<file path="src/rtl/core/ffha_pkg.sv">
`timescale 1ns / 1ps
// Shared types and constants of the first-fit heap allocator.
// Used by the block cells, the controller and the top level; depends on nothing.
package ffha_pkg;

    localparam int MODE_W       = 2;
    localparam int REQ_W        = 24;
    localparam int ADDR_W       = 32;
    localparam int STATUS_W     = 2;
    localparam int HEAP_SIZE_W  = 24;
    localparam int CFG_INDEX_W  = 1;
    localparam int CFG_DATA_W   = 32;

    localparam logic [HEAP_SIZE_W-1:0] HEAP_SIZE_RESET = 24'd1048576;

    localparam logic [CFG_INDEX_W-1:0] REG_HEAP_BASE = 1'b0;
    localparam logic [CFG_INDEX_W-1:0] REG_HEAP_SIZE = 1'b1;

    typedef enum logic [MODE_W-1:0] {
        MODE_ALLOC  = 2'd0,
        MODE_FREE   = 2'd1,
        MODE_REINIT = 2'd2,
        MODE_NOP    = 2'd3
    } mode_t;

    typedef enum logic [STATUS_W-1:0] {
        STATUS_OK      = 2'd0,
        STATUS_NO_FIT  = 2'd1,
        STATUS_FULL    = 2'd2,
        STATUS_UNKNOWN = 2'd3
    } status_t;

    typedef enum logic [2:0] {
        OP_IDLE       = 3'd0,
        OP_SCAN_ALLOC = 3'd1,
        OP_SCAN_FREE  = 3'd2,
        OP_REINIT     = 3'd3,
        OP_MARK       = 3'd4,
        OP_CLEAR      = 3'd5,
        OP_SPLIT      = 3'd6,
        OP_MERGE      = 3'd7
    } cell_op_t;

    typedef struct packed {
        logic hit;
        logic fin;
        logic split_ok;
        logic prev_free;
        logic next_free;
    } ffha_rpt_t;

endpackage

</file>
<file path="src/rtl/core/ffha_ctrl.sv">
`timescale 1ns / 1ps
// Request sequencer of the allocator: starts the table scan, turns the hit
// report into table updates and holds the result beat. Depends on ffha_pkg.
module ffha_ctrl
    import ffha_pkg::*;
#(
    parameter int MAX_BLOCKS   = 16,
    parameter int HEADER_BYTES = 16,
    parameter int OFFSET_BITS  = 24
) (
    input  logic                          clk,
    input  logic                          rst_n,
    input  logic                          in_valid,
    output logic                          in_ready,
    input  logic [MODE_W-1:0]             mode,
    input  logic [REQ_W-1:0]              request_size,
    input  logic [ADDR_W-1:0]             block_address,
    output logic                          out_valid,
    input  logic                          out_ready,
    output logic [STATUS_W-1:0]           status,
    output logic [ADDR_W-1:0]             payload_address,
    input  logic [ADDR_W-1:0]             heap_base,
    input  logic [HEAP_SIZE_W-1:0]        heap_size,
    output cell_op_t                      cell_op,
    output logic [$clog2(MAX_BLOCKS)-1:0] cell_pos,
    output logic [REQ_W-1:0]              cell_req,
    output logic [ADDR_W-1:0]             cell_target,
    output logic [OFFSET_BITS-1:0]        cell_fill,
    output logic                          tok_start,
    input  logic [2*OFFSET_BITS+1:0]      entries [MAX_BLOCKS],
    input  ffha_rpt_t                     rpts [MAX_BLOCKS],
    input  logic                          tail_tok
);

    localparam int IW   = $clog2(MAX_BLOCKS);
    localparam int CNTW = $clog2(MAX_BLOCKS + 1);
    localparam int OB   = OFFSET_BITS;
    localparam int CW   = ((OB > REQ_W) ? OB : REQ_W) + 1;
    localparam logic [CW-1:0] OFFSET_MASK = CW'((64'd1 << OB) - 64'd1);

    typedef enum logic [1:0] {
        S_IDLE,
        S_SCAN,
        S_MERGE_PREV,
        S_DONE
    } state_t;

    state_t          state_reg;
    cell_op_t        op_reg;
    logic [IW-1:0]   pos_reg;
    logic [REQ_W-1:0]  req_reg;
    logic [ADDR_W-1:0] target_reg;
    logic [OB-1:0]   fill_reg;
    logic            tok_start_reg;
    logic [CNTW-1:0] count_reg;
    status_t         status_reg;
    logic [ADDR_W-1:0] addr_reg;
    logic            out_valid_reg;
    status_t         out_status_reg;
    logic [ADDR_W-1:0] out_addr_reg;

    logic            any_hit, any_fin, hit_split, hit_prev, hit_next;
    logic [IW-1:0]   hit_idx;
    logic [OB-1:0]   hit_start;
    logic [ADDR_W-1:0] hit_addr, free_target;
    logic [CW-1:0]   total_x;
    logic [OB-1:0]   fill_c;

    always_comb
    begin
        any_hit   = 1'b0;
        any_fin   = tail_tok;
        hit_split = 1'b0;
        hit_prev  = 1'b0;
        hit_next  = 1'b0;
        hit_idx   = '0;
        hit_start = '0;
        for (int i = 0; i < MAX_BLOCKS; i++)
        begin
            any_fin = any_fin | rpts[i].fin;
            if (rpts[i].hit)
            begin
                any_hit   = 1'b1;
                hit_split = hit_split | rpts[i].split_ok;
                hit_prev  = hit_prev | rpts[i].prev_free;
                hit_next  = hit_next | rpts[i].next_free;
                hit_idx   = hit_idx | IW'(i);
                hit_start = hit_start | entries[i][2*OB-1:OB];
            end
        end
    end

    assign hit_addr    = heap_base + ADDR_W'(hit_start) + ADDR_W'(HEADER_BYTES);
    assign free_target = block_address - heap_base - ADDR_W'(HEADER_BYTES);

    always_comb
    begin
        total_x = CW'(heap_size);
        if (total_x > OFFSET_MASK)
        begin
            total_x = OFFSET_MASK;
        end
        fill_c = '0;
        if (total_x > CW'(HEADER_BYTES))
        begin
            fill_c = OB'(total_x - CW'(HEADER_BYTES));
        end
    end

    assign in_ready        = (state_reg == S_IDLE);
    assign out_valid       = out_valid_reg;
    assign status          = out_status_reg;
    assign payload_address = out_addr_reg;
    assign cell_op         = op_reg;
    assign cell_pos        = pos_reg;
    assign cell_req        = req_reg;
    assign cell_target     = target_reg;
    assign cell_fill       = fill_reg;
    assign tok_start       = tok_start_reg;

    always_ff @(posedge clk or negedge rst_n)
    begin
        if (!rst_n)
        begin
            state_reg      <= S_IDLE;
            op_reg         <= OP_IDLE;
            pos_reg        <= '0;
            req_reg        <= '0;
            target_reg     <= '0;
            fill_reg       <= '0;
            tok_start_reg  <= 1'b0;
            count_reg      <= CNTW'(1);
            status_reg     <= STATUS_OK;
            addr_reg       <= '0;
            out_valid_reg  <= 1'b0;
            out_status_reg <= STATUS_OK;
            out_addr_reg   <= '0;
        end
        else
        begin
            tok_start_reg <= 1'b0;
            if (out_ready)
            begin
                out_valid_reg <= 1'b0;
            end
            unique case (state_reg)
                S_IDLE:
                begin
                    if (in_valid)
                    begin
                        status_reg <= STATUS_OK;
                        addr_reg   <= '0;
                        unique case (mode_t'(mode))
                            MODE_ALLOC:
                            begin
                                op_reg        <= OP_SCAN_ALLOC;
                                req_reg       <= request_size;
                                tok_start_reg <= 1'b1;
                                state_reg     <= S_SCAN;
                            end
                            MODE_FREE:
                            begin
                                if (block_address == '0)
                                begin
                                    state_reg <= S_DONE;
                                end
                                else
                                begin
                                    op_reg        <= OP_SCAN_FREE;
                                    target_reg    <= free_target;
                                    tok_start_reg <= 1'b1;
                                    state_reg     <= S_SCAN;
                                end
                            end
                            MODE_REINIT:
                            begin
                                op_reg    <= OP_REINIT;
                                fill_reg  <= fill_c;
                                count_reg <= CNTW'(1);
                                state_reg <= S_DONE;
                            end
                            default:
                            begin
                                state_reg <= S_DONE;
                            end
                        endcase
                    end
                end
                S_SCAN:
                begin
                    if (any_hit)
                    begin
                        pos_reg <= hit_idx;
                        if (op_reg == OP_SCAN_ALLOC)
                        begin
                            state_reg <= S_DONE;
                            if (hit_split && (count_reg == CNTW'(MAX_BLOCKS)))
                            begin
                                status_reg <= STATUS_FULL;
                                op_reg     <= OP_IDLE;
                            end
                            else if (hit_split)
                            begin
                                op_reg    <= OP_SPLIT;
                                count_reg <= count_reg + CNTW'(1);
                                addr_reg  <= hit_addr;
                            end
                            else
                            begin
                                op_reg   <= OP_MARK;
                                addr_reg <= hit_addr;
                            end
                        end
                        else
                        begin
                            if (hit_next)
                            begin
                                op_reg    <= OP_MERGE;
                                count_reg <= count_reg - CNTW'(1);
                            end
                            else
                            begin
                                op_reg <= OP_CLEAR;
                            end
                            state_reg <= hit_prev ? S_MERGE_PREV : S_DONE;
                        end
                    end
                    else if (any_fin)
                    begin
                        status_reg <= (op_reg == OP_SCAN_ALLOC) ? STATUS_NO_FIT
                                                                : STATUS_UNKNOWN;
                        op_reg     <= OP_IDLE;
                        state_reg  <= S_DONE;
                    end
                end
                S_MERGE_PREV:
                begin
                    op_reg    <= OP_MERGE;
                    pos_reg   <= pos_reg - IW'(1);
                    count_reg <= count_reg - CNTW'(1);
                    state_reg <= S_DONE;
                end
                S_DONE:
                begin
                    op_reg <= OP_IDLE;
                    if (!out_valid_reg || out_ready)
                    begin
                        out_valid_reg  <= 1'b1;
                        out_status_reg <= status_reg;
                        out_addr_reg   <= addr_reg;
                        state_reg      <= S_IDLE;
                    end
                end
                default:
                begin
                    state_reg <= S_IDLE;
                end
            endcase
        end
    end

endmodule

</file>
<file path="config.mk">
export PLATFORM = sky130hd
export DESIGN_NAME = ffha_ctrl
export DESIGN_NICKNAME = d
export VERILOG_FILES = /design/src/rtl/core/ffha_pkg.sv /design/src/rtl/core/ffha_ctrl.sv
export SDC_FILE = /design/constraint.sdc
export NUM_CORES = 1
export LEC_CHECK = 0
export ABC_AREA = 1
export CAP_MARGIN = 10
export CORE_AREA = 3 3 431 433
export DETAILED_ROUTE_END_ITERATION = 8
export DIE_AREA = 0 0 434 436
export DONT_BUFFER_PORTS = 1
export GPL_TIMING_DRIVEN = 0
export SKIP_CTS_REPAIR_TIMING = 1
export SLEW_MARGIN = 10
export SYNTH_ARGS = -nofsm -noshare
export SYNTH_HDL_FRONTEND = slang
export SYNTH_SLANG_ARGS = --single-unit
</file>
<file path="constraint.sdc">
create_clock -name clk -period 4.4 [get_ports clk]
set_input_delay 0 -clock clk [delete_from_list [all_inputs] [get_ports clk]]
set_output_delay 0 -clock clk [all_outputs]
set_load 0.02 [all_outputs]
</file>
==> run summary <==
Fraction of the mapped netlist area in compound gates: 11.3%
Sequential element share of the synthesized area: 26.4%
Clk_lat worst skew: 500 ps
Number of placed I/O pins: 1123
IR drop worst, VDD: 0.316 mV
Maximum Capacitance Violations: 0
Crit path DAT: 4620 ps
Relative max-transition margin: 16.2%
Final-report hold violation count: 9
Dominant combinational cell family by area after synthesis: simple AND/OR/NAND/NOR gates
Slowest cell on the critical path: buf_1
Setup repair after global routing missed its margin: no
Count of placed standard cells in the final layout, fillers left out: 4901
Antenna violations before repair: 111
CP Class: in -> reg
Num CTS Buffers: 17
Launching element type of the critical path: input pin
Die extent in x: 434 um
Highest Clock Rate: 236 MHz
Critical Path Most Common Cell: nand2_1
Number of global-route vias before repair: 16500
Number of cells produced by synthesis: 2346
Transition time at the pin with the least slew margin: 1260 ps
Share of layout cells above drive strength 1: 8.40%
Detailed placement HPWL: 139 mm
Number of remaining DRC errors: 0
Synthesized netlist net count: 3470
Gr ovfl total: 0
Peak fanout along the critical path: 10
DRT antenna net count: 0
Placeable core area: 182000 um2
Final Total Pwr: 0.00827 W
Nets: 3575
Hold Slack: -40.0 ps
Clock sink count: 164
Multiplexer fraction of the synthesized cell area: 3.55%
Clock tree from TritonCTS: yes
CTS clk-pin slew, worst paths: 70 ps
GRT Resource Usage Total: 15.7%
Number of instances in the placed design: 4736
Pwr Density: 409 nW/um2
Most area-consuming cells after synthesis: dfrtp_1 26%, nand2_1 20%, ha_1 9.9%
Area share of the leading cell type in the synthesized netlist: 26.2%
Synthesized area: 15500 um2
Part of the cycle the worst path needs: 96.4%
Post-route minimum period: 4240 ps
Crit path setup slack, layout: 156 ps
Cell Chain, Critical Path: buf_2, buf_1, nand2_1, nand2_1, a221oi_1, nand4_1, ha_1, ha_1, nand2_1, nor2_1, inv_1, nor2_1, nand4_1, nand3_1, nand2_1, nand3_1, nand2_1
Mean routed wirelength per cell: 31.6 um
P&R area growth vs syn: 30.1%
Hold WC Path Type: in -> reg
Via count of the routed design: 17700
Detailed Routing Iterations Pass 1: 8
Nature of the critical path endpoint: flip-flop
Yosys Warn Count: 0
Buffer cell driving the clock tree root: clkbuf_16
Place WS: -868 ps
Largest net degree at the start of global routing: 165
Post-layout utilization of the core: 11.1%
Asr flop ratio synth: 100%
CP max stage delay: 580 ps
Die Y-Extent: 436 um
Largest area contributor in the netlist: dfrtp_1
Fin Clk Skew: 20.4 ps
Wire length of the first global-routing pass: 188 mm
#FFs+latches synth: 164
Number of setup violations in the final report: 0
Worst-case clock buffer depth: 2
Routability Congestion: 0.948
Adder-Cell Fraction of Synth Area: 10.2%
Failing checks: hold timing
Data required time of the worst path: 4780 ps
Number of pins exceeding their max-slew limit in the final report: 0
Number of enable-type register cells in the synthesized netlist: 0
Die Area: 189000 um2
Number of core rows: 157
Final setup TNS: 0 ps
DRC marker count from the first detailed-route iteration: 1398
Total Wirelength: 155 mm
Vias per Instance: 3.61
Static leakage: 9.32 nW
Number of distinct standard cells referenced by the synthesized netlist: 48
Dominant synthesized flop cell: dfrtp_1
Xor and xnor area share after synthesis: 1.97%
I/O Buffers: 0
Mean Syn Cell Area: 6.63 um2
Area fraction in and, or, nand and nor cells after synthesis: 35.6%
Outcome: finished, violations left
Number of levels the H-tree was split into: 4
Initial standard-cell utilization of the core: 8.52%
==> synthesized netlist by cell type, types with 41 or more instances <==
| cell type | count |
|---|---|
| a22o_1 | 41 |
| ha_1 | 123 |
| nand3_1 | 150 |
| a21oi_1 | 60 |
| o21ai_0 | 59 |
| dfrtp_1 | 163 |
| nand2_1 | 828 |
| nor2_1 | 158 |
| mux2_2 | 49 |
| a221oi_1 | 68 |
| nand4_1 | 66 |
| inv_1 | 337 |
==> worst max-delay path: cells and delay by family <==
family / cells / cell delay, ps
fa+ha+maj: 2 / 860
compound gates: 1 / 580
simple gates: 11 / 2200
buf+inv: 3 / 910
==> cells in the final DEF, fill, tap and decap left out, drive strengths merged, types with 43 or more instances in the layout <==
cell type | netlist | routed
a21oi | 61 | 61
a221oi | 68 | 68
buf | 50 | 55
clkbuf | 22 | 43
dfrtp | 163 | 163
diode | 0 | 53
dlygate4sd3 | 0 | 81
ha | 123 | 123
inv | 341 | 346
mux2 | 49 | 49
nand2 | 854 | 854
nand3 | 153 | 153
nand4 | 66 | 66
nor2 | 167 | 167
o21ai | 74 | 74
==> through the flow <==
step	hold slack [ps]	area (um2)
floorplan	-296	15500
global placement	-283	18500
detailed placement	-285	18600
CTS	-833	19200
global route	8.42	20100
finish	-40.0	20200
==> report_power, final <==
part / internal (W) / switching (W) / leakage [nW]
Clock: 0.000834 / 0.000743 / 0.283
Combinational: 0.00113 / 0.00200 / 6.91
Sequential: 0.00210 / 0.00146 / 2.13
==> cells by family (layout without fill, tap and decap cells) <==
family                     count (synthesis)  after routing
other                                      0             53
and+or+nand+nor                         1302           1302
adders and majority gates                125            125
AOI/OAI and AO/OA                        257            257
muxes                                     49             49
buffers and inverters                    414            531
xor gates and xnor gates                  35             35
DFF                                      164            164
==> per-layer routing <==
layer / vias to the layer above / GRT usage, % / wire, um
met5: - / 0 / 489
met4: 76 / 5.25 / 6140
met3: 283 / 6.57 / 14600
met2: 950 / 28.2 / 78100
met1: 8447 / 16.5 / 55700
li1: 7926 / - / -
==> final timing paths <==
path,cells after the start,slack (ps),from,end
setup / recovery,17,160,rpts[59],addr_reg[21]$_DFFE_PN0P_
min in group asynchronous,2,10,rst_n,cell_fill[2]$_DFFE_PN0P_
setup reg to reg,10,1490,state_reg[0]$_DFFE_PN0P_,cell_fill[21]$_DFFE_PN0P_
hold reg to reg,2,490,status_reg[1]$_DFFE_PN0P_,status_reg[1]$_DFFE_PN0P_
max in group asynchronous,2,3320,rst_n,cell_target[22]$_DFFE_PN0P_
hold / removal,5,-40,heap_size[18],cell_fill[20]$_DFFE_PN0P_
==> final cells by class <==
class	instances	area [um2]
diodes	53	133
fillers	21200	162000
multi-input cells	1768	9800
clock inverters	10	110
repair buffers	87	898
inverters	342	1290
well taps	2385	2980
clock buffers	21	470
plain buffers	71	420
flip-flops and latches	164	4110
Power figures use the tool's default switching activity.
