==> src/rtl/core/ffha_pkg.sv <==
`timescale 1ns / 1ps
// Shared types and constants of the first-fit heap allocator.
// Used by the block cells, the controller and the top level; depends on nothing.
package ffha_pkg;

    localparam int MODE_W       = 2;
    localparam int REQ_W        = 24;
    localparam int ADDR_W       = 32;
    localparam int STATUS_W     = 2;
    localparam int HEAP_SIZE_W  = 24;
    localparam int CFG_INDEX_W  = 1;
    localparam int CFG_DATA_W   = 32;

    localparam logic [HEAP_SIZE_W-1:0] HEAP_SIZE_RESET = 24'd1048576;

    localparam logic [CFG_INDEX_W-1:0] REG_HEAP_BASE = 1'b0;
    localparam logic [CFG_INDEX_W-1:0] REG_HEAP_SIZE = 1'b1;

    typedef enum logic [MODE_W-1:0] {
        MODE_ALLOC  = 2'd0,
        MODE_FREE   = 2'd1,
        MODE_REINIT = 2'd2,
        MODE_NOP    = 2'd3
    } mode_t;

    typedef enum logic [STATUS_W-1:0] {
        STATUS_OK      = 2'd0,
        STATUS_NO_FIT  = 2'd1,
        STATUS_FULL    = 2'd2,
        STATUS_UNKNOWN = 2'd3
    } status_t;

    typedef enum logic [2:0] {
        OP_IDLE       = 3'd0,
        OP_SCAN_ALLOC = 3'd1,
        OP_SCAN_FREE  = 3'd2,
        OP_REINIT     = 3'd3,
        OP_MARK       = 3'd4,
        OP_CLEAR      = 3'd5,
        OP_SPLIT      = 3'd6,
        OP_MERGE      = 3'd7
    } cell_op_t;

    typedef struct packed {
        logic hit;
        logic fin;
        logic split_ok;
        logic prev_free;
        logic next_free;
    } ffha_rpt_t;

endpackage

==> src/rtl/core/ffha_cell.sv <==
`timescale 1ns / 1ps
// One cell of the block table: holds one heap block and the search token.
// Depends on ffha_pkg; neighbors are wired by the top level.
module ffha_cell
    import ffha_pkg::*;
#(
    parameter int INDEX        = 0,
    parameter int MAX_BLOCKS   = 16,
    parameter int HEADER_BYTES = 16,
    parameter int OFFSET_BITS  = 24,
    parameter int unsigned RESET_SIZE = 0
) (
    input  logic                        clk,
    input  logic                        rst_n,
    input  cell_op_t                    op,
    input  logic [$clog2(MAX_BLOCKS)-1:0] pos,
    input  logic [REQ_W-1:0]            req,
    input  logic [ADDR_W-1:0]           target,
    input  logic [OFFSET_BITS-1:0]      fill,
    input  logic [2*OFFSET_BITS+1:0]    left,
    input  logic [2*OFFSET_BITS+1:0]    right,
    input  logic                        tok_in,
    output logic [2*OFFSET_BITS+1:0]    entry,
    output logic                        tok_out,
    output ffha_rpt_t                   rpt
);

    localparam int IW = $clog2(MAX_BLOCKS);
    localparam int OB = OFFSET_BITS;
    localparam int EW = 2 * OB + 2;
    localparam int CW = ((OB > REQ_W) ? OB : REQ_W) + 1;
    localparam logic [IW:0] IDX = (IW + 1)'(INDEX);

    logic          valid_reg, valid_next;
    logic          used_reg, used_next;
    logic [OB-1:0] start_reg, start_next;
    logic [OB-1:0] size_reg, size_next;
    logic          tok_reg;

    logic          l_valid, l_used, r_valid, r_used;
    logic [OB-1:0] l_start, l_size, r_size;
    logic [CW-1:0] size_x, req_x, rem_x, hdr_x;
    logic          fit, split_ok, addr_hit, match;
    logic [IW:0]   p, p1;

    assign l_valid = left[EW-1];
    assign l_used  = left[EW-2];
    assign l_start = left[2*OB-1:OB];
    assign l_size  = left[OB-1:0];
    assign r_valid = right[EW-1];
    assign r_used  = right[EW-2];
    assign r_size  = right[OB-1:0];

    assign size_x   = CW'(size_reg);
    assign req_x    = CW'(req);
    assign hdr_x    = CW'(HEADER_BYTES);
    assign rem_x    = size_x - req_x;
    assign fit      = size_x >= req_x;
    assign split_ok = fit && (rem_x >= hdr_x);
    assign addr_hit = ADDR_W'(start_reg) == target;

    always_comb
    begin
        match = 1'b0;
        if (op == OP_SCAN_ALLOC)
        begin
            match = !used_reg && fit;
        end
        else if (op == OP_SCAN_FREE)
        begin
            match = used_reg && addr_hit;
        end
    end

    assign rpt.hit       = tok_reg && valid_reg && match;
    assign rpt.fin       = tok_reg && !valid_reg;
    assign rpt.split_ok  = split_ok;
    assign rpt.prev_free = l_valid && !l_used;
    assign rpt.next_free = r_valid && !r_used;
    assign tok_out       = tok_reg && valid_reg && !match;

    assign entry = {valid_reg, used_reg, start_reg, size_reg};

    assign p  = {1'b0, pos};
    assign p1 = p + (IW + 1)'(1);

    always_comb
    begin
        valid_next = valid_reg;
        used_next  = used_reg;
        start_next = start_reg;
        size_next  = size_reg;
        unique case (op)
            OP_REINIT:
            begin
                if (IDX == '0)
                begin
                    valid_next = 1'b1;
                    used_next  = 1'b0;
                    start_next = '0;
                    size_next  = fill;
                end
                else
                begin
                    valid_next = 1'b0;
                end
            end
            OP_MARK:
            begin
                if (IDX == p)
                begin
                    used_next = 1'b1;
                end
            end
            OP_CLEAR:
            begin
                if (IDX == p)
                begin
                    used_next = 1'b0;
                end
            end
            OP_SPLIT:
            begin
                if (IDX == p)
                begin
                    size_next = OB'(req_x);
                    used_next = 1'b1;
                end
                else if (IDX == p1)
                begin
                    valid_next = 1'b1;
                    used_next  = 1'b0;
                    start_next = OB'(CW'(l_start) + hdr_x + req_x);
                    size_next  = OB'(CW'(l_size) - req_x - hdr_x);
                end
                else if (IDX > p1)
                begin
                    {valid_next, used_next, start_next, size_next} = left;
                end
            end
            OP_MERGE:
            begin
                if (IDX == p)
                begin
                    size_next = OB'(size_x + hdr_x + CW'(r_size));
                    used_next = 1'b0;
                end
                else if (IDX > p)
                begin
                    {valid_next, used_next, start_next, size_next} = right;
                end
            end
            default:
            begin
            end
        endcase
    end

    always_ff @(posedge clk or negedge rst_n)
    begin
        if (!rst_n)
        begin
            valid_reg <= (INDEX == 0);
            used_reg  <= 1'b0;
            start_reg <= '0;
            size_reg  <= (INDEX == 0) ? OB'(RESET_SIZE) : '0;
            tok_reg   <= 1'b0;
        end
        else
        begin
            valid_reg <= valid_next;
            used_reg  <= used_next;
            start_reg <= start_next;
            size_reg  <= size_next;
            tok_reg   <= tok_in;
        end
    end

endmodule

==> config.mk <==
export PLATFORM = sky130hd
export DESIGN_NAME = ffha_cell
export DESIGN_NICKNAME = d
export VERILOG_FILES = /design/src/rtl/core/ffha_pkg.sv /design/src/rtl/core/ffha_cell.sv
export SDC_FILE = /design/constraint.sdc
export NUM_CORES = 1
export LEC_CHECK = 0
export ABC_AREA = 1
export BUFFER_PORTS_ARGS = -buffer_cell sky130_fd_sc_hd__buf_2
export CELL_PAD_IN_SITES_DETAIL_PLACEMENT = 0
export CELL_PAD_IN_SITES_GLOBAL_PLACEMENT = 1
export CORE_MARGIN = 3
export CORE_UTILIZATION = 38
export CTS_CLUSTER_DIAMETER = 60
export DETAILED_ROUTE_END_ITERATION = 7
export PLACE_DENSITY_LB_ADDON = 0.1
export SETUP_SLACK_MARGIN = 0.15
export SLEW_MARGIN = 20
export SYNTH_ARGS = -nofsm -noshare
export SYNTH_HDL_FRONTEND = slang
export SYNTH_SLANG_ARGS = --single-unit
==> constraint.sdc <==
create_clock -name clk -period 2.9 [get_ports clk]
set_input_delay 0.145 -clock clk [delete_from_list [all_inputs] [get_ports clk]]
set_output_delay 0.145 -clock clk [all_outputs]
set_load 0.05 [all_outputs]
==> summary.txt, run 1 <==
Clock network
  – CTS Root Cell: clkbuf_16
  – Skew-Pair Late Insertion Delay: 0.32 ns
  – Clock sink count: 51
  – Max clock buf depth: 2
  – CTS buffer count: 5
  – CTS tree: yes
  – Clock-pin slew on the worst setup and hold paths: 0.09 ns
  – H-Tree Depth: 2

Final layout
  – Ant diodes: 0
  – Layout area overhead: 21.3%
  – Most frequent cells in the layout: nand2_1, inv_1, buf_2, nor2_1, ha_1
  – Fin nets: 2548
  – Area of the multi-input gates: 8950 um^2
  – Commonest non-fill, non-tap cell in the layout: nand2_1
  – Final core utilization: 0.471
  – Register cell area after layout: 1300 um^2
  – Layout cells sized above 1: 0.191
  – Non-filler cells in the finished layout: 2579
  – # fillers: 3254
  – Final instance area: 13600 um^2

Status
  – Status: complete, no violations

Floorplan
  – Die Wd: 178 um
  – Core footprint: 28900 um^2
  – DIE HEIGHT: 178 um
  – Rows: 62
  – DIE AREA: 31600 um^2
  – Ports: 246
  – Initial core utilization: 0.388

GRT
  – GRT met3 Usage: 0.0456
  – Total global routing overflow: 0
  – Routing usage on met1: 0.408
  – Pin count of the biggest net entering global routing: 53
  – First-pass GRT wire length: 70.9 mm
  – M2 GR Usage: 0.485
  – Initial antenna violation count: 0
  – GRT Total Usage: 0.294
  – Number of global-route vias before repair: 12.2k
  – GR peak layer: met2

Worst setup path
  – Worst r2r path cells: 13
  – Req. time, crit path: 3.10 ns
  – CP arrival: 2.84 ns
  – Critical path class: reg -> reg
  – Startpoint Class: register
  – Nature of the critical path endpoint: register
  – Crit path max fanout: 4

Synth
  – Syn nets: 2300
  – Syn. warnings: 0
  – Number of synthesized register bits: 51
  – EDFF count, synth: 0
  – Distinct cells, synth: 53
  – Cells after synthesis: 1946
  – Area contributors post-synth: nand2_1, ha_1, dfrtp_1
  – Register area share after synthesis: 0.114
  – Synth Area per Inst: 5.76 um^2
  – Ys flop type: dfrtp_1
  – Mapped Area: 11200 um^2
  – Leading area contributor after synthesis: nand2_1
  – Top cell type's share of synthesized area: 0.218
  – Asr flop ratio synth: 1.00

Timing
  – RSZ-0062 raised after global routing: yes
  – Slew margin rel.: 0.538
  – Fmax: 0.379 GHz
  – Worst-margin pin slew: 0.692 ns
  – Hold Fails Final Rpt: 0
  – Setup-failing EPs final: 0
  – Worst Skew: 0.0107 ns
  – Final Max Tran Viols: 0
  – Period utilization: 0.910
  – Final worst path period need: 2.64 ns
  – Final worst setup slack: 0.260 ns

Hold path
  – Worst min path class: in -> reg
  – Hold path depth: 3

Detailed routing
  – DRC: 0
  – DR WL/cell: 18.7 um
  – First-pass detailed-route iteration total: 6
  – Via density: 5.22
  – Routed WL: 48.2 mm
  – ANT nets after route: 0
  – DRT iter0 DRCs: 1005
  – Via count: 13.5k

Placed design
  – IO buf count: 245
  – Dpl hpwl: 40.6 mm
  – Number of placed cells counting well taps: 2555
  – Gpl congestion: 1.01
  – Placed cell areas: 12800 um^2
  – Dpl ws: -0.0403 ns

Power and ir drop
  – Total chip power: 0.00579 W
  – Pwr per Cell Area: 426 nW/um^2
  – VDD IR-drop max: 227 uV
  – Leakage: 7.68 nW

Job
  – Max Cap Viol: 0
-- per-layer routing --
layer  up-vias  wire length [um]
li1       6743                 -
met1      6159             22000
met2       512             21500
met3        42              3740
met4         0               974
met5         -                 0
-- worst max-delay path: stages, from the launching register on --
cell and delay [ns]:
dfrtp_2 0.47, ha_1 0.30, ha_1 0.22, inv_1 0.11, fa_2 0.22, inv_2 0.05, nand3_1 0.06, nand2_1 0.07
buf_4 0.16, a21oi_1 0.19, xor2_1 0.32, o211ai_1 0.12, o211ai_1 0.14, nand2_1 0.08
-- final timing paths --
check | start | end | slack (ns)
setup / recovery | size_reg[1] | size_reg[7] | 0.26
hold / removal | right[31] | start_reg[7] | 0.10
setup reg to reg | size_reg[1] | size_reg[7] | 0.26
hold reg to reg | valid_reg | valid_reg | 0.49
max in group asynchronous | rst_n | size_reg[3] | 2.01
min in group asynchronous | rst_n | tok_reg | 0.20
-- cells in the mapped netlist (all sizes together) (2+ instances only) --
cell type and count:
or2 7, a2bb2oi 2, nor3 17, ha 161, a21oi 103, o211ai 13, clkbuf 13, a211oi 3
nor3b 2, a221oi 6, o21bai 16, nand3b 14, nand3 128, xnor2 21, inv 323, o21a 14
o21ai 107, xor2 30, buf 25, a21o 5, a21boi 5, and2 3, dfrtp 50, a22oi 3
nand4 24, nor4 8, fa 3, nor2 178, nand2 655
-- through the flow --
stage | TNS (ns) | hold slack [ns]
after floorplan | 0 | -0.151
after global placement | -0.169 | 0.0138
after detailed placement | -0.0636 | 0.0146
after CTS | 0 | 0.0996
after global routing | 0 | 0.111
final | 0 | 0.102
-- logic make-up (layout without fill, tap and decap cells) --
family	Yosys count	count (layout)	share of synthesized area
buffers and inverters	361	610	0.129
DFF	51	51	0.114
AOI/OAI and AO/OA	282	282	0.144
and+or+nand+nor	1037	1037	0.388
adders and majority gates	164	164	0.185
xor gates and xnor gates	51	51	0.0399
-- what timing repair did --
item	4_1_cts	5_1_grt
pin swaps	0	14
hold buffers	2	0
setup buffers	3	11
hold endpoints to repair	8	0
cloned	0	0
resized for setup	36	78
setup endpoints to repair	3	12
-- final cells by class --
cell class,count,share of cell area
clock buffer,5,0.00920
clock inverter,3,0.00202
inverter,323,0.0894
multi-input combinational,1534,0.658
sequential,51,0.0957
tap,384,0.0353
timing repair buffer,279,0.110
-- power by group --
group / leakage, nW / internal (W) / switching, W
registers: 0.633 / 0.000825 / 0.000167
clock network: 0.0723 / 0.000331 / 0.000337
logic: 6.98 / 0.00143 / 0.00270
(Power assumes the default switching activity.)
==> inputs of run 2 (changes only) <==
- CELL_PAD_IN_SITES_DETAIL_PLACEMENT: 0 -> 1
==> run 2 against run 1 <==
Net effect: largest power group unchanged; worst setup slack worse by 0.080 ns; highest routed layer unchanged; final cell count up 0.70%; count of clock-buffer cells in the layout unchanged; wire length up 9.8%.
==> summary.txt, run 2 (synthesis results as in run 1) <==
Clock network
  – Clock sink count: 51 (unchanged)
  – Skew-Pair Late Insertion Delay: 0.33 ns (about the same)
  – CTS buffer count: 5 (unchanged)
  – Max clock buf depth: 2 (unchanged)
  – CTS tree: yes
  – CTS Root Cell: clkbuf_16
  – H-Tree Depth: 2 (unchanged)
  – Clock-pin slew on the worst setup and hold paths: 0.09 ns (about the same)

Power and ir drop
  – Comb pwr share: 0.730 (+0.017)
  – Sw Ratio: 0.560 (+0.00645)
  – Cell Int Power: 0.00270 W (+4.5%)
  – Pwr per Cell Area: 442 nW/um^2 (+3.8%)
  – Total chip power: 0.00614 W (+6.0%)
  – Sequential power share: 0.160 (-0.011)
  – Leakage: 7.80 nW (+1.5%)
  – VDD IR-drop max: 243 uV (+7.0%)
  – Switching Power: 0.00344 W (+7.3%)
  – Clock power frac: 0.111 (-0.004)

Floorplan
  – Core footprint: 28900 um^2 (unchanged)
  – Initial core utilization: 0.388 (unchanged)
  – Die Wd: 178 um (unchanged)
  – DIE HEIGHT: 178 um (unchanged)
  – DIE AREA: 31600 um^2 (unchanged)
  – Ports: 246 (unchanged)
  – Rows: 62 (unchanged)

Final layout
  – Non-filler cells in the finished layout: 2597 (+0.70%)
  – Commonest non-fill, non-tap cell in the layout: nand2_1
  – Final core utilization: 0.481 (+0.0101)
  – Fin nets: 2565 (+0.67%)
  – Layout cells sized above 1: 0.217 (+0.0257)
  – Layout area overhead: 23.9%
  – Most frequent cells in the layout: nand2_1, inv_1, buf_2, nor2_1, ha_1

GRT
  – Number of global-route vias before repair: 13.6k (+11%)
  – Routing usage on met1: 0.420 (+0.0120)
  – GRT met3 Usage: 0.0535 (+0.00792)
  – GR peak layer: met2
  – Pin count of the biggest net entering global routing: 53 (unchanged)
  – First-pass GRT wire length: 76.8 mm (+8.3%)
  – GRT Total Usage: 0.317 (+0.0223)
  – Total global routing overflow: 0 (unchanged)
  – M2 GR Usage: 0.517 (+0.0321)
  – Initial antenna violation count: 0 (unchanged)

Timing
  – RSZ-0062 raised after global routing: yes
  – Hold WS: 0.115 ns (+0.0132 ns)
  – Worst Skew: 0.00618 ns (-0.00449 ns)
  – Final worst path period need: 2.72 ns (+0.0804 ns)
  – Fmax: 0.368 GHz (-3.0%)
  – Period utilization: 0.938 (+0.0277)
  – Slew margin rel.: 0.560 (+0.0224)
  – Hold Fails Final Rpt: 0 (unchanged)
  – Final Max Tran Viols: 0 (unchanged)
  – Worst-margin pin slew: 0.658 ns (-0.0336 ns)
  – Setup-failing EPs final: 0 (unchanged)

Hold path
  – Worst min path class: in -> reg

Placed design
  – Dpl hpwl: 43.8 mm (+7.9%)
  – Gpl congestion: 1.01 (unchanged)
  – IO buf count: 245 (unchanged)
  – Number of placed cells counting well taps: 2555 (unchanged)

Detailed routing
  – First-pass detailed-route iteration total: 5 (-1)
  – Via density: 5.41 (+3.7%)
  – ANT nets after route: 0 (unchanged)
  – Via count: 14.1k (+4.4%)
  – DR WL/cell: 20.4 um (+9.0%)
  – DRC: 0 (unchanged)
  – DRT iter0 DRCs: 984 (-2.1%)
  – Routed WL: 53.0 mm (+9.8%)

Worst setup path
  – Startpoint Class: register
  – Crit path max fanout: 5 (+1)
  – Nature of the critical path endpoint: primary output
  – Req. time, crit path: 2.76 ns (-0.34 ns)
  – CP arrival: 2.58 ns (-0.26 ns)
  – Critical path class: reg -> out

Status
  – Status: complete, no violations

Job
  – Max Cap Viol: 0 (unchanged)
## run 2: per-layer routing
layer  wire [um]  up-vias
met2       24000      471
li1            -     6760
met1       23500     6733
met4        1910        0
met3        3630       87
met5           0        -
## run 2: worst paths after layout
kind                               from       endpoint  slack [ns]  depth (start not counted)
max                        size_reg[13]         rpt[4]        0.18                         12
min                           right[43]  start_reg[19]        0.11                          5
max reg2reg                 size_reg[9]   size_reg[14]        0.23                         11
min reg2reg                   valid_reg      valid_reg        0.49                          2
max in group asynchronous         rst_n   size_reg[12]        2.01                          3
min in group asynchronous         rst_n        tok_reg        0.20                          2
## run 2: critical path: stages (launching register included)
cell and delay, ns:
dfrtp_2 0.45, ha_4 0.32, nand2_2 0.09, inv_2 0.08, nand2_2 0.09, nor3_4 0.21
nand2_1 0.11, a21oi_2 0.11, nor2_1 0.07, o21ai_1 0.19, nand2_1 0.13, a21oi_1 0.17
buf_4 0.21
## run 2: power groups by stage
| stage | sequential [W] | clock, W | combinational [W] |
|---|---|---|---|
| global route | 0.000991 | 0.000715 | 0.00490 |
| detailed placement | 0.000976 | 0 | 0.00386 |
| floorplan | 0.00126 | 0 | 0.00235 |
| finish | 0.000980 | 0.000681 | 0.00448 |
| global placement | 0.000971 | 0 | 0.00378 |
| CTS | 0.000982 | 0.000686 | 0.00400 |
## run 2: metrics by stage
| stage | area, um^2 | setup slack (ns) | setup TNS (ns) |
|---|---|---|---|
| final | 13900 | 0.180 | 0 |
| after global routing | 13900 | 0.0406 | 0 |
| after CTS | 13300 | 0.157 | 0 |
| after detailed placement | 12800 | -0.153 | -0.305 |
| after global placement | 12800 | -0.0892 | -0.169 |
| after floorplan | 11200 | 0.135 | 0 |
## run 2: timing repair
| item | CTS | global route |
|---|---|---|
| cloned | 0 | 0 |
| pin swaps | 0 | 34 |
| endpoints found under the hold margin | 8 | 0 |
| setup buffers | 1 | 30 |
| hold buffers | 2 | 0 |
| resized for setup | 49 | 129 |
| endpoints found under the setup margin | 4 | 17 |
## run 2: area by class of cell
type	count	area (um^2)
fillers	4161	15000
multi-input cells	1534	9100
repair buffers	296	1630
flip-flops and latches	51	1300
inverters	323	1210
well taps	384	480
clock buffers	5	125
clock inverters	3	27.5
diodes	1	2.50
==> inputs of run 3 (changes only) <==
- CELL_PAD_IN_SITES_DETAIL_PLACEMENT: 1 -> default
- CELL_PAD_IN_SITES_GLOBAL_PLACEMENT: 1 -> default
- CORE_UTILIZATION: 38 -> 57
- PLACE_DENSITY: default -> 0.83
- PLACE_DENSITY_LB_ADDON: 0.1 -> default
==> run 3 against run 2 <==
Net effect: worst hold slack gained 0.0021 ns; die area is 32% lower; final area decreased by 3.2%; sequential power up 1%; critical path depth unchanged; sequential share of layout area up 0.28 points; sequential cell count did not move; largest cell class unchanged; largest power group unchanged; highest routed layer unchanged.
==> summary.txt, run 3 (synthesis results as in run 1) <==
Status
  – Status: complete, no violations

Timing
  – Setup_tns: 0 ns (unchanged)
  – Setup-failing EPs final: 0 (unchanged)
  – Period utilization: 0.933 (-0.00466)
  – Fmax: 0.369 GHz (+0.50%)
  – Final worst path period need: 2.71 ns (-0.0135 ns)
  – RSZ-0062 raised after global routing: yes
  – Slew margin rel.: 0.447 (-0.113)
  – Hold Fails Final Rpt: 0 (unchanged)
  – Worst Skew: 0.00790 ns (+0.00172 ns)
  – Final Max Tran Viols: 0 (unchanged)
  – Hold WS: 0.117 ns (+0.00209 ns)
  – Worst-margin pin slew: 0.828 ns (+0.169 ns)

Final layout
  – Layout cells sized above 1: 0.187 (-0.0296)
  – Fin nets: 2551 (-0.55%)
  – Layout area overhead: 20.0%
  – Most frequent cells in the layout: nand2_1, inv_1, buf_2, nor2_1, ha_1
  – Final core utilization: 0.707 (+0.226)
  – # fillers: 1802 (-57%)
  – Ant diodes: 0 (-1)
  – Commonest non-fill, non-tap cell in the layout: nand2_1

Worst setup path
  – Startpoint Class: register
  – Crit-path max cell delay: 0.47 ns (+0.02 ns)
  – Crit path max fanout: 5 (unchanged)
  – Nature of the critical path endpoint: primary output
  – Req. time, crit path: 2.76 ns (about the same)
  – CP arrival: 2.56 ns (-0.02 ns)
  – Worst path cell trace: ha_4 > nand2_1 > inv_1 > nand2_1 > nor3_2 > nand2_1 > a21oi_1 > nor2_1 > o21ai_0 > nand2_1 > a21oi_1 > buf_4
  – Worst path most repeated cell: nand2_1
  – Slowest cell on the critical path: dfrtp_2
  – Critical path class: reg -> out
  – Reg2reg setup slack: 0.27 ns (+0.04 ns)

Clock network
  – Skew-Pair Late Insertion Delay: 0.31 ns (-0.02 ns)
  – Clock-pin slew on the worst setup and hold paths: 0.08 ns (about the same)
  – Max clock buf depth: 2 (unchanged)
  – CTS tree: yes
  – Clock sink count: 51 (unchanged)
  – H-Tree Depth: 2 (unchanged)
  – CTS buffer count: 5 (unchanged)
  – CTS Root Cell: clkbuf_16

GRT
  – Total global routing overflow: 0 (unchanged)
  – First-pass GRT wire length: 67.0 mm (-13%)
  – Number of global-route vias before repair: 12.7k (-6.9%)
  – GRT Total Usage: 0.391 (+0.0742)
  – Pin count of the biggest net entering global routing: 53 (unchanged)
  – Initial antenna violation count: 0 (unchanged)

Placed design
  – Dpl hpwl: 36.9 mm (-16%)
  – Gpl congestion: 1.03 (+1.9%)
  – IO buf count: 245 (unchanged)

Hold path
  – Worst min path class: in -> reg

Detailed routing
  – ANT nets after route: 0 (unchanged)
  – Routed WL: 45.2 mm (-15%)
  – First-pass detailed-route iteration total: 6 (+1)
  – Via count: 14.1k (+0.51%)
  – Via density: 5.75 (+6.2%)
  – DR WL/cell: 18.4 um (-9.9%)
  – DRC: 0 (unchanged)
  – DRT iter0 DRCs: 1541 (+57%)

Power and ir drop
  – Switching Power: 0.00318 W (-7.5%)
  – Cell Int Power: 0.00269 W (-0.59%)
  – Clock power frac: 0.127 (+0.016)
  – Sequential power share: 0.169 (+0.009)
  – Comb pwr share: 0.704 (-0.026)
  – Sw Ratio: 0.542 (-0.0178)
  – Leakage: 7.71 nW (-1.2%)
  – Pwr per Cell Area: 437 nW/um^2 (-1.3%)
  – VDD IR-drop max: 252 uV (+3.7%)

Floorplan
  – Initial core utilization: 0.589 (+0.201)
  – DIE HEIGHT: 146 um (-18%)
  – Rows: 50 (-19%)
  – DIE AREA: 21400 um^2 (-32%)
  – Die Wd: 146 um (-18%)
  – Core footprint: 19000 um^2 (-34%)
  – Ports: 246 (unchanged)

Job
  – Max Cap Viol: 0 (unchanged)
[run 3: cell count changes in the layout (fill, tap and decap cells not counted), moves of 3 or more]
cell     previous run  this run
a21oi_2            10         7
inv_2              24        14
nand2_1           614       636
nand2_2            35        18
a21oi_1            92        96
inv_1             298       308
nor2_2             18        15
nor2_1            145       155
buf_4              50        37
nor2_4             12         5
dfrtp_2            21        18
nand2_4             5         1
dfrtp_1            29        32
[run 3: power by group through the flow]
stage / clock network, W / logic (W) / registers [W]
5_1_grt: 0.000757 / 0.00451 / 0.000998
3_5_place_dp: 0 / 0.00370 / 0.000971
6_report: 0.000743 / 0.00413 / 0.000993
3_3_place_gp: 0 / 0.00366 / 0.000966
4_1_cts: 0.000734 / 0.00378 / 0.000969
2_1_floorplan: 0 / 0.00235 / 0.00126
[run 3: worst paths after layout]
kind                                end         start  depth (start not counted)
setup / recovery                 rpt[4]  size_reg[14]                         12
hold / removal             start_reg[6]     right[30]                          3
setup reg to reg           size_reg[19]   size_reg[9]                         13
hold reg to reg               valid_reg     valid_reg                          2
max in group asynchronous   size_reg[8]         rst_n                          3
min in group asynchronous       tok_reg         rst_n                          2
[run 3: cell type report]
type,count,area [um^2],share of cell area
Timing Repair Buffer,282,1530,0.114
Inverter,323,1210,0.0904
Clock buffer,6,139,0.0103
Sequential cell,51,1300,0.0967
Clock inverter,2,35.0,0.00261
Multi-Input combinational cell,1534,8900,0.662
Tap cell,260,325,0.0242
[run 3: metal layers]
metal  vias up  routed length [um]  global-route usage
met3       135                5290              0.0822
met4         0                2630               0.181
met1      6369               18100               0.520
li1       6743                   -                   -
met5         -                   0                   0
met2       876               19200               0.608
[run 3: worst max-delay path, delay by kind of cell, from the launching register on]
family                     cells  cell delay, ns
and+or+nand+nor                6            0.68
adders and majority gates      1            0.34
DFF                            1            0.47
AOI/OAI and AO/OA              3            0.45
buffers and inverters          2            0.30
[run 3: metrics by stage]
stage | cells | area [um^2] | setup WS [ns] | power [W]
floorplan | 1946 | 11200 | 0.135 | 0.00361
finish | 2458 | 13400 | 0.193 | 0.00587
global placement | 2430 | 12700 | 0.134 | 0.00463
CTS | 2440 | 13000 | 0.154 | 0.00548
detailed placement | 2430 | 12700 | 0.119 | 0.00468
global route | 2458 | 13400 | 0.0770 | 0.00627
[run 3: what timing repair did]
action | CTS | global route
pin swaps | 0 | 6
resized for setup | 23 | 81
cloned | 0 | 0
setup endpoints to repair | 8 | 11
setup buffers | 0 | 18
hold endpoints to repair | 27 | 0
hold buffers | 2 | 0
